==> src/hw/rtl/dmv_pkg.sv <==
// dmv_pkg: shared types, constants and the step-size table for the
// delta modulation voice core. No dependencies.
package dmv_pkg;

  localparam logic [3:0]  LEVEL_MID   = 4'd7;
  localparam logic [3:0]  LEVEL_MAX   = 4'hf;
  localparam logic [1:0]  DELTA_START = 2'd2;
  localparam logic [14:0] NOISE_SEED  = 15'h7fff;
  localparam logic [4:0]  DEPTH_FULL  = 5'd16;

  // Register indexes on the config port
  localparam logic [2:0] CFG_DELTA_PATTERN = 3'd0;
  localparam logic [2:0] CFG_VOICED_MODE   = 3'd1;
  localparam logic [2:0] CFG_PITCH_PERIOD  = 3'd2;
  localparam logic [2:0] CFG_DELTA_DEPTH   = 3'd3;

  localparam logic [63:0] PATTERN_RST = 64'd0;
  localparam logic [7:0]  PERIOD_RST  = 8'd22;

  typedef struct packed {
    logic [63:0] delta_pattern;
    logic        voiced_mode;
    logic [7:0]  pitch_period;
    logic [4:0]  delta_depth;
  } cfg_t;

  typedef struct packed {
    logic [3:0] dac_level;
    logic       period_wrap;
  } res_t;

  typedef struct packed {
    logic [1:0] count;
  } q_stat_t;

  // Step size by [row][col]
  function automatic logic [1:0] inc_lookup(input logic [1:0] row, input logic [1:0] col);
    logic [1:0] v;
    v = 2'd0;
    case (row)
      2'd0: v = col[1] ? 2'd1 : 2'd3;
      2'd1: v = col[1] ? 2'd0 : 2'd1;
      2'd2: v = col[1] ? 2'd1 : 2'd0;
      2'd3: v = col[1] ? 2'd3 : 2'd1;
      default: v = 2'd0;
    endcase
    return v;
  endfunction

endpackage

==> src/hw/rtl/delta_modulation_voice_core.sv <==
// delta_modulation_voice_core: top level of the 2-bit delta modulation voice.
// Path: an accepted beat is registered, then its tick result is written into the result queue.
// Throughput: one beat per cycle while in_stall is low.
// Reset: synchronous active-low rst_n; registers other than the restart flag and queue
// memory return to their reset values, voice level 7, noise register all ones, result queue empty.
// Depends on dmv_pkg, dmv_cfg_regs, dmv_tick, dmv_out_queue.
module delta_modulation_voice_core import dmv_pkg::*; (
  input  logic        clk,
  input  logic        rst_n,
  // config write port
  input  logic        cfg_we,
  input  logic [2:0]  cfg_index,
  input  logic [63:0] cfg_wdata,
  // input channel
  input  logic        in_valid,
  output logic        in_stall,
  input  logic        in_restart,
  // result channel
  output logic        out_valid,
  input  logic        out_stall,
  output logic [3:0]  out_dac_level,
  output logic        out_period_wrap
);

  cfg_t    cfg;
  res_t    tick_res;
  res_t    q_data;
  q_stat_t q_stat;

  // input register
  logic s1_v_r, s1_restart_r;
  logic in_acc;
  logic pop;
  logic [2:0] occ;

  dmv_cfg_regs u_cfg (
    .clk       (clk),
    .rst_n     (rst_n),
    .cfg_we    (cfg_we),
    .cfg_index (cfg_index),
    .cfg_wdata (cfg_wdata),
    .cfg       (cfg)
  );

  // Beats in flight: queue entries plus the input register. Stall whenever
  // the beat accepted now could not find a queue slot next cycle.
  assign pop      = out_valid && !out_stall;
  assign occ      = {1'b0, q_stat.count} + {2'd0, s1_v_r} - {2'd0, pop};
  assign in_stall = occ >= 3'd2;
  assign in_acc   = in_valid && !in_stall;

  always_ff @(posedge clk) begin
    if (!rst_n) begin
      s1_v_r <= 1'b0;
    end else begin
      s1_v_r <= in_acc;
    end
  end

  always_ff @(posedge clk) begin
    if (in_acc) s1_restart_r <= in_restart;
  end

  // Tick logic runs on the registered beat and writes straight into the queue.
  dmv_tick u_tick (
    .clk     (clk),
    .rst_n   (rst_n),
    .cfg     (cfg),
    .tick_en (s1_v_r),
    .restart (s1_restart_r),
    .res     (tick_res)
  );

  dmv_out_queue u_q (
    .clk       (clk),
    .rst_n     (rst_n),
    .push      (s1_v_r),
    .push_data (tick_res),
    .pop       (pop),
    .out_valid (out_valid),
    .out_data  (q_data),
    .stat      (q_stat)
  );

  assign out_dac_level   = q_data.dac_level;
  assign out_period_wrap = q_data.period_wrap;

  a_stall_no_accept: assert property (@(posedge clk) disable iff (!rst_n)
    in_acc |=> s1_v_r)
    else $error("accepted beat lost before the tick stage");

  a_restart_result: assert property (@(posedge clk) disable iff (!rst_n)
    (s1_v_r && s1_restart_r) |-> (tick_res.dac_level == LEVEL_MID &&
                                  !tick_res.period_wrap))
    else $error("restart beat gave a non-center result");

endmodule

==> src/hw/rtl/dmv_cfg_regs.sv <==
// dmv_cfg_regs: configuration register file, write-only port.
// Depends on dmv_pkg.
module dmv_cfg_regs import dmv_pkg::*; (
  input  logic        clk,
  input  logic        rst_n,
  input  logic        cfg_we,
  input  logic [2:0]  cfg_index,
  input  logic [63:0] cfg_wdata,
  output cfg_t        cfg
);

  cfg_t cfg_r;

  always_ff @(posedge clk) begin
    if (!rst_n) begin
      cfg_r.delta_pattern <= PATTERN_RST;
      cfg_r.voiced_mode   <= 1'b1;
      cfg_r.pitch_period  <= PERIOD_RST;
      cfg_r.delta_depth   <= DEPTH_FULL;
    end else if (cfg_we) begin
      case (cfg_index)
        CFG_DELTA_PATTERN: cfg_r.delta_pattern <= cfg_wdata;
        CFG_VOICED_MODE:   cfg_r.voiced_mode   <= cfg_wdata[0];
        CFG_PITCH_PERIOD:  cfg_r.pitch_period  <= cfg_wdata[7:0];
        CFG_DELTA_DEPTH:   cfg_r.delta_depth   <= cfg_wdata[4:0];
        default: ;
      endcase
    end
  end

  assign cfg = cfg_r;

endmodule

==> src/hw/rtl/dmv_tick.sv <==
// dmv_tick: voice state registers and the one-tick update logic.
// Depends on dmv_pkg.
module dmv_tick import dmv_pkg::*; (
  input  logic clk,
  input  logic rst_n,
  input  cfg_t cfg,
  input  logic tick_en,
  input  logic restart,
  output res_t res
);

  logic [3:0]  level_r,  level_nxt;
  logic [1:0]  prev_r,   prev_nxt;
  logic [1:0]  quarter_r, quarter_nxt;
  logic [2:0]  step_r,   step_nxt;
  logic [7:0]  pc_r,     pc_nxt;
  logic [14:0] noise_r,  noise_nxt;

  logic        mirror;
  logic        swap;
  logic [2:0]  addr;
  logic [4:0]  idx;
  logic [1:0]  delta;
  logic [1:0]  row, col;
  logic [1:0]  inc_raw, inc;
  logic [6:0]  scaled;
  logic        add;
  logic [3:0]  base, tmp, sat;
  logic [4:0]  sum;
  logic [8:0]  pc_inc;
  logic        wrap;

  always_comb begin
    mirror    = quarter_r[0];
    addr      = mirror ? ~step_r : step_r;
    idx       = {quarter_r, addr};
    noise_nxt = noise_r;
    if (cfg.voiced_mode) begin
      delta = cfg.delta_pattern[{idx, 1'b0} +: 2];
    end else begin
      noise_nxt = {noise_r[0] ^ noise_r[1], noise_r[14:1]};
      delta     = noise_nxt[1:0];
    end

    swap    = cfg.voiced_mode && mirror;
    row     = swap ? prev_r : delta;
    col     = swap ? delta : prev_r;
    inc_raw = inc_lookup(row, col);
    add     = swap ? !prev_r[1] : delta[1];

    // depth scaling in sixteenths, round half up
    scaled = 7'({5'd0, inc_raw} * 7'(cfg.delta_depth)) + 7'd8;
    inc    = (cfg.delta_depth < DEPTH_FULL) ? scaled[5:4] : inc_raw;

    base = (step_r == 3'd0 && quarter_r == 2'd0) ? LEVEL_MID : level_r;
    // subtraction done by complementing around the saturating add
    tmp  = add ? base : ~base;
    sum  = {1'b0, tmp} + {3'd0, inc};
    sat  = sum[4] ? LEVEL_MAX : sum[3:0];

    level_nxt   = add ? sat : ~sat;
    prev_nxt    = delta;
    step_nxt    = step_r + 3'd1;
    quarter_nxt = (step_r == 3'd7) ? quarter_r + 2'd1 : quarter_r;

    pc_inc = {1'b0, pc_r} + 9'd1;
    wrap   = pc_inc >= {1'b0, cfg.pitch_period};
    pc_nxt = pc_inc[7:0];
    if (wrap) begin
      pc_nxt      = 8'd0;
      quarter_nxt = 2'd0;
      step_nxt    = 3'd0;
      prev_nxt    = DELTA_START;
    end

    res.dac_level   = level_nxt;
    res.period_wrap = wrap;
    if (restart) begin
      level_nxt       = LEVEL_MID;
      prev_nxt        = DELTA_START;
      quarter_nxt     = 2'd0;
      step_nxt        = 3'd0;
      pc_nxt          = 8'd0;
      noise_nxt       = noise_r;
      res.dac_level   = LEVEL_MID;
      res.period_wrap = 1'b0;
    end
  end

  always_ff @(posedge clk) begin
    if (!rst_n) begin
      level_r   <= LEVEL_MID;
      prev_r    <= DELTA_START;
      quarter_r <= 2'd0;
      step_r    <= 3'd0;
      pc_r      <= 8'd0;
      noise_r   <= NOISE_SEED;
    end else if (tick_en) begin
      level_r   <= level_nxt;
      prev_r    <= prev_nxt;
      quarter_r <= quarter_nxt;
      step_r    <= step_nxt;
      pc_r      <= pc_nxt;
      noise_r   <= noise_nxt;
    end
  end

  a_restart_centers: assert property (@(posedge clk) disable iff (!rst_n)
    (tick_en && restart) |=> (level_r == LEVEL_MID && pc_r == 8'd0 && step_r == 3'd0))
    else $error("restart did not recenter the voice");

  a_wrap_clears: assert property (@(posedge clk) disable iff (!rst_n)
    (tick_en && !restart && wrap) |=> (quarter_r == 2'd0 && step_r == 3'd0 &&
                                       prev_r == DELTA_START))
    else $error("period wrap left counters running");

endmodule

==> src/hw/rtl/dmv_out_queue.sv <==
// dmv_out_queue: two-entry result queue decoupling the tick logic from
// the output stall. Depends on dmv_pkg.
module dmv_out_queue import dmv_pkg::*; (
  input  logic    clk,
  input  logic    rst_n,
  input  logic    push,
  input  res_t    push_data,
  input  logic    pop,
  output logic    out_valid,
  output res_t    out_data,
  output q_stat_t stat
);

  res_t       mem_r [2];
  logic       wr_ptr_r, rd_ptr_r;
  logic [1:0] cnt_r, cnt_nxt;

  always_comb begin
    cnt_nxt = cnt_r + {1'b0, push} - {1'b0, pop};
  end

  always_ff @(posedge clk) begin
    if (!rst_n) begin
      wr_ptr_r <= 1'b0;
      rd_ptr_r <= 1'b0;
      cnt_r    <= 2'd0;
    end else begin
      if (push) wr_ptr_r <= ~wr_ptr_r;
      if (pop)  rd_ptr_r <= ~rd_ptr_r;
      cnt_r <= cnt_nxt;
    end
  end

  always_ff @(posedge clk) begin
    if (push) mem_r[wr_ptr_r] <= push_data;
  end

  assign out_valid  = cnt_r != 2'd0;
  assign out_data   = mem_r[rd_ptr_r];
  assign stat.count = cnt_r;

  a_cnt_bound: assert property (@(posedge clk) disable iff (!rst_n)
    cnt_r <= 2'd2)
    else $error("result queue count out of range");

  a_no_overflow: assert property (@(posedge clk) disable iff (!rst_n)
    (push && cnt_r == 2'd2) |-> pop)
    else $error("push into full result queue");

endmodule

==> config.mk <==
export PLATFORM = sky130hd
export DESIGN_NAME = delta_modulation_voice_core
export DESIGN_NICKNAME = d
export VERILOG_FILES = /design/src/hw/rtl/dmv_pkg.sv /design/src/hw/rtl/delta_modulation_voice_core.sv /design/src/hw/rtl/dmv_cfg_regs.sv /design/src/hw/rtl/dmv_tick.sv /design/src/hw/rtl/dmv_out_queue.sv
export SDC_FILE = /design/constraint.sdc
export NUM_CORES = 1
export LEC_CHECK = 0
export BUFFER_PORTS_ARGS = -buffer_cell sky130_fd_sc_hd__buf_2
export CORE_ASPECT_RATIO = 0.6
export CORE_UTILIZATION = 45
export CTS_CLUSTER_SIZE = 40
export DETAILED_ROUTE_END_ITERATION = 6
export PLACE_DENSITY = 0.67
export SLEW_MARGIN = 20
export SYNTH_ARGS = -nofsm -noshare
export SYNTH_HDL_FRONTEND = slang
export SYNTH_SLANG_ARGS = --single-unit
==> constraint.sdc <==
create_clock -name clk -period 5 [get_ports clk]
set_input_delay 0.75 -clock clk [delete_from_list [all_inputs] [get_ports clk]]
set_output_delay 0.75 -clock clk [all_outputs]
set_load 0.005 [all_outputs]
; ---- Word-level counts from Yosys, hierarchy flattened
; Memory sizes are Yosys's and may differ from the RTL's. A register that Yosys moved wholly into a read port is not among the register bits.
; Index checks and enable logic that the tools add are counted.
[op_classes]
n_addsub = 9
bitwise = 8
n_mul = 1
magnitude_cmp = 3
n_mux = 30
eq_ne = 7
n_shift = 1
reduce_logical = 19
[ops]
columns = cell, count
row1 = $shiftx A64 B7 Y2, 1
row2 = $mux W2, 11
row3 = $mux W4, 5
row4 = $mux W8, 2
row5 = $reduce_and A2 Y1, 5
row6 = $add A8 B1 Y9 const B, 1
row7 = $ge A9 B8 Y1, 1
row8 = $mux W3, 3
row9 = $not A4 Y4, 2
row10 = $pmux W2 S4, 1
row11 = $mux W1, 7
row12 = $add A6 B4 Y6 const B, 1
row13 = $eq A3 B2 Y1 const B, 2
row14 = $logic_not A3 Y1, 2
row15 = $mul A2 B5 Y6, 1
row16 = $add A4 B2 Y5, 1
row17 = $lt A5 B5 Y1 const B, 1
row18 = $mux W5, 1
row19 = $eq A2 B2 Y1 const B, 2
row20 = $logic_and A1 B1 Y1, 4
row21 = $logic_not A2 Y1, 2
row22 = $not A1 Y1, 4
row23 = $add A2 B1 Y3, 1
row24 = $add A3 B1 Y3 const B, 1
row25 = other kinds (14), 16
[totals]
out_inout_bits = 7
register_bits = 118
memories = 1
ram_bits = 10
input_bits = 73
[mem_list]
columns = name, words, width, read_ports, rd_clocked_by_memory_dff, write_ports, line
row1 = u_q.mem_r, 2, 5, 1, 1, 1, dmv_out_queue.sv:14  ; res_t mem_r [2];

; ---- Longest topological paths before layout
[depth]
depth_word = 15
ltp_mapped = 25
ltp_nobuf = 21

; ---- Hierarchy
; A second synthesis with hierarchy kept.
[unflattened]
hier_cells = 807
hier_area_um2 = 7348.3
[by_module_without_submodules]
columns = module, area_each_um2, cells_per_inst, seq_area_each_um2, n_inst
row1 = dmv_tick, 3484.6, 431, 680.7, 1
row2 = dmv_cfg_regs, 3155.5, 330, 1561.5, 1
row3 = dmv_out_queue, 580.6, 35, 400.4, 1
row4 = delta_modulation_voice_core, 127.6, 11, 50.0, 1

; ---- Worst setup path after synthesis
; Ideal clock, no wire load.
[synth_timing]
path_type = register -> register
startpoint = register u_tick.step_r[1]
endpoint = register u_tick.level_r[1]
path_buffers = 3
path_stages_with_launch = 22
setup_ps = 120
required_time_ps = 4880
arrival_time_ps = 5346
slack_ps = -466
cell_sequence = dfxtp_1 -> buf_2 -> clkbuf_1 -> mux4_2 -> and2_0 -> o21ai_0 -> o2111ai_1 -> a31oi_1 -> mux2i_1 -> nand2_1 -> ha_1 -> inv_1 -> ha_1 -> and4_1 -> and3_1 -> or4_1 -> ha_1 -> fa_1 -> clkbuf_1 -> a221o_1 -> o22a_1 -> a211o_1
[synth_via]
elab_chain_cells = 15
word_cells_on_any_way = 29
[synth_lines]
columns = item, line
row1 = "start, declared", dmv_tick.sv:15  ; logic [2:0] step_r, step_nxt;
row2 = "start signal, assigned", dmv_tick.sv:102  ; step_r <= step_nxt;
row3 = $not A3 Y3, dmv_tick.sv:35  ; addr = mirror ? ~step_r : step_r;
row4 = $mux W3, dmv_tick.sv:35
row5 = $shiftx A64 B7 Y2, dmv_tick.sv:39  ; delta = cfg.delta_pattern[{idx, 1'b0} +: 2];
row6 = $mux W2, dmv_tick.sv:38  ; if (cfg.voiced_mode) begin
row7 = "$mux W2, on equally long branches", "dmv_tick.sv:46, dmv_tick.sv:47"
row8 = $eq A2 B2 Y1 (tied with other cells), dmv_pkg.sv:40  ; case (row)
row9 = $pmux W2 S4, dmv_pkg.sv:40
row10 = $mul A2 B5 Y6, dmv_tick.sv:52  ; scaled = 7'({5'd0, inc_raw} * 7'(cfg.delta_depth)) + 7'd8;
row11 = $add A6 B4 Y6, dmv_tick.sv:52
row12 = $mux W2, dmv_tick.sv:53  ; inc = (cfg.delta_depth < DEPTH_FULL) ? scaled[5:4] : inc_raw;
row13 = $add A4 B2 Y5, dmv_tick.sv:58  ; sum = {1'b0, tmp} + {3'd0, inc};
row14 = $mux W4, dmv_tick.sv:59  ; sat = sum[4] ? LEVEL_MAX : sum[3:0];
row15 = $not A4 Y4, dmv_tick.sv:61  ; level_nxt = add ? sat : ~sat;
row16 = $mux W4 (*), dmv_tick.sv:61
row17 = $mux W4 (*), dmv_tick.sv:78  ; if (restart) begin
row18 = "end signal, assigned", dmv_tick.sv:99  ; level_r <= level_nxt;
row19 = "end, declared", dmv_tick.sv:12  ; logic [3:0] level_r, level_nxt;
; Every way passes the cells marked *; elsewhere a longest branch is shown, timed or not.
; A chain may end at the register's enable or synchronous reset.

; ---- Final worst setup path
[layout_timing]
startpoint = register u_tick.step_r[0]
endpoint = register u_tick.level_r[0]
; Same word-level chain as after synthesis.

==> flow_summary.toml <==
[die]
coreArea_um2 = 13800
initial_utilization_pct = 46.5
die_y_um = 94.5
die-area_um2 = 14800
die_w_um = 156
io_pins = 80
rows = 33

[global_route]
grt_first_pass_wirelength_um = 27000
grt-ovfl-total = 0
grt_use_total_pct = 23.5
grt_max_degree = 65
antenna_found_initial = 0
grt_pass1_vias = 5514

[critical_path]
cp-end-kind = "register"
cp.arrival_ns = 5.50
required_ns = 5.30
cp-start-kind = "register"
critPathMaxFanout = 8
rrSetupSlack_ns = -0.21
rr_worst_depth = 19
critical_path_class = "reg2reg"

[job]
maxCapViolations = 0

[power_and_ir_drop]
ir_drop_mv = 0.215
pwr-share-clk_pct = 39.9
sw_frac_of_total_pct = 29.3
p_switching_uw = 843
power.internal_mw = 2.03
combPwrFrac_pct = 19.3
p_seq_share_pct = 40.8
p_leak_nw = 3.16
powerDensity_nw_per_um2 = 358

[timing]
grt_setup_unrepaired = "yes"
fin_crit_sh_pct = 104
slew_violations = 0
fin_crit_ns = 5.21
worstMarginPinSlew_ns = 1.01
hold_viol_final = 0
skew_ns = 0.0120
worst_slack_ns = -0.209
relSlewSlack_pct = 32.8
fmax_mhz = 192
final-setup-viol-count = 12

[drt]
ant_nets = 0
wl_per_cell_um = 15.7
vias_per_cell = 5.47
routed_wl_um = 16600
drc = 0
via_count = 5766
drtPass1Iterations = 5
drt_iter0_drc = 474

[placed_design]
hpwl_um = 11500
dp_worst_setup_slack_ns = -0.375
port_buffers = 79
placed_cell_area_um2 = 7180
place.gp.congestion = 0.887

[clock_tree]
cts_sinks = 129
tritoncts = "done"
cts_hold_buf = 0
path_clk_slew_ns = 0.06
cts_buffers = 17
cts_max_path_buffers = 2
insertion_delay_ns = 0.42
h-tree-depth = 4
clk_root_buffer_cell = "clkbuf_16"

[cells_and_area]
post_route_cells_drive_above_1_share_pct = 25.7
multi_input_area_um2 = 3650
final_core_util_pct = 58.2
nNetsFinal = 947
seqCellArea_um2 = 2700
fillCellCount = 1222
fin_area_um2 = 8030
insertedDiodeCount = 0
syn2layout_area_growth_pct = 25.2

[min_path]
hold_depth = 2
hp-class = "reg2reg"

[synthesis]
synthArstFlopShare_pct = 0
synth_fp_nets = 851
synth_ff_type = "dfxtp_1"
yosysSeqAreaShare_pct = 42.0
synth.avg_cell_area_um2 = 8.51
netlist_area_um2 = 6420
syn_inst = 754
ys_ff_latch = 129
yosysUniqueCellTypes = 60
ys_warn_count = 0
synth_edf_count = 11

[status]
violations = "setup timing"
status = "complete, but fails checks"
## Yosys cell counts (all sizes together) (3+ instances only)
master	instances	area [um^2]
a211o	4	35.0
a21o	5	37.5
a21oi	84	420
a31oi	10	77.6
and2	8	50.1
and3	4	25.0
and4	3	26.3
buf	7	45.0
clkbuf	44	165
dfxtp	118	2360
edfxtp	11	330
ha	22	275
inv	23	86.3
mux2	9	101
mux2i	19	190
mux4	14	315
nand2	192	721
nand2b	21	131
nand3	23	115
nor2	37	139
nor2b	6	37.5
nor3	10	50.1
o2111ai	14	123
o211ai	9	67.6
o21ai	6	30.0
or2	4	25.0
xnor2	10	87.6
xor2	3	26.3
## registers in the layout, indices dropped and copies added (netlist names), 2 cells and up, named ones only
| name | cells |
|---|---|
| u_tick.noise_r | 15 |
| u_tick.level_r | 4 |
| u_tick.pc_r | 8 |
| u_tick.step_r | 3 |
| u_cfg.cfg | 78 |
| u_tick.quarter_r | 2 |
| u_tick.prev_r | 2 |
| u_q.stat | 2 |
| u_q.mem_r | 10 |
## through the flow
stage	instances	total power, mW	hold WS, ns	TNS [ns]
finish	1055	2.88	0.456	-2.07
global route	1055	3.00	0.476	-3.78
CTS	1048	2.87	0.457	-0.958
detailed placement	1009	1.69	0.447	-3.48
global placement	1009	1.66	0.443	-2.53
floorplan	754	1.52	0.433	-0.605
## power by group through the flow
stage | Combinational (mW) | Clock (mW) | Sequential, mW
after global placement | 0.469 | 0 | 1.19
final | 0.555 | 1.15 | 1.17
after global routing | 0.610 | 1.21 | 1.18
after floorplan | 0.360 | 0 | 1.16
after detailed placement | 0.492 | 0 | 1.19
after CTS | 0.530 | 1.16 | 1.17
## cells by family after synthesis
kind of cell    synth area share (%)
compound gates                  15.6
xor+xnor                        1.77
fa+ha+maj                       4.91
buf+inv                         4.62
flops                           42.0
mux                             9.46
simple gates                    21.7
## worst paths after layout
path,start,endpoint
worst max-delay path,u_tick.step_r[0]$_SDFFE_PN0P_,u_tick.level_r[0]$_SDFFE_PN1P_
worst min-delay path,u_cfg.cfg[43]$_SDFFE_PN0P_,u_cfg.cfg[43]$_SDFFE_PN0P_
worst max register to register,u_tick.step_r[0]$_SDFFE_PN0P_,u_tick.level_r[0]$_SDFFE_PN1P_
worst min register to register,u_cfg.cfg[43]$_SDFFE_PN0P_,u_cfg.cfg[43]$_SDFFE_PN0P_
## cell type report
cell class              instances  area share, %
multi-input cells             551           45.5
clock buffers                  20           5.56
flip-flops and latches        129           33.6
clock inverters                12           1.29
inverters                      23           1.07
well taps                     192           2.99
repair buffers                128           9.99
## cells in the final DEF, fill, tap and decap left out, drive strengths merged, types with 11 or more instances in the layout
master,instances
nor2,37
nand2,192
a21oi,84
mux2i,19
dfxtp,118
nand2b,21
o2111ai,14
buf,128
nand3,23
clkbuf,20
edfxtp,11
inv,27
mux4,14
ha,22
## timing repair
action,CTS,global route
pin swaps,17,4
hold endpoints to repair,0,0
buffers inserted,7,7
setup endpoints to repair,12,12
gates resized for setup,30,13
## layer usage
layer	share of wire (%)	vias to the layer above	wire (um)	global-route usage, %
met3	6.9	15	1130	6.65
li1	-	2820	-	-
met2	43	179	7140	36.2
met1	49	2752	8130	32.5
met5	0	-	0	0
met4	0.91	0	151	5.72
## worst max-delay path, cell delays in order, from the launching register on
cell	delay, ns
dfxtp_4	0.43
buf_4	0.14
mux4_2	0.54
o22ai_4	0.23
a2111oi_4	0.05
a211oi_2	0.24
xnor2_1	0.13
o31a_1	0.27
or2_4	0.24
and2_4	0.14
ha_4	0.15
ha_4	0.22
and4_4	0.15
and3_4	0.17
or4_4	0.52
ha_4	0.18
fa_2	0.38
a221o_1	0.36
o22a_1	0.21
a211o_1	0.29
Note: power is estimated with default switching activity, not from simulation.
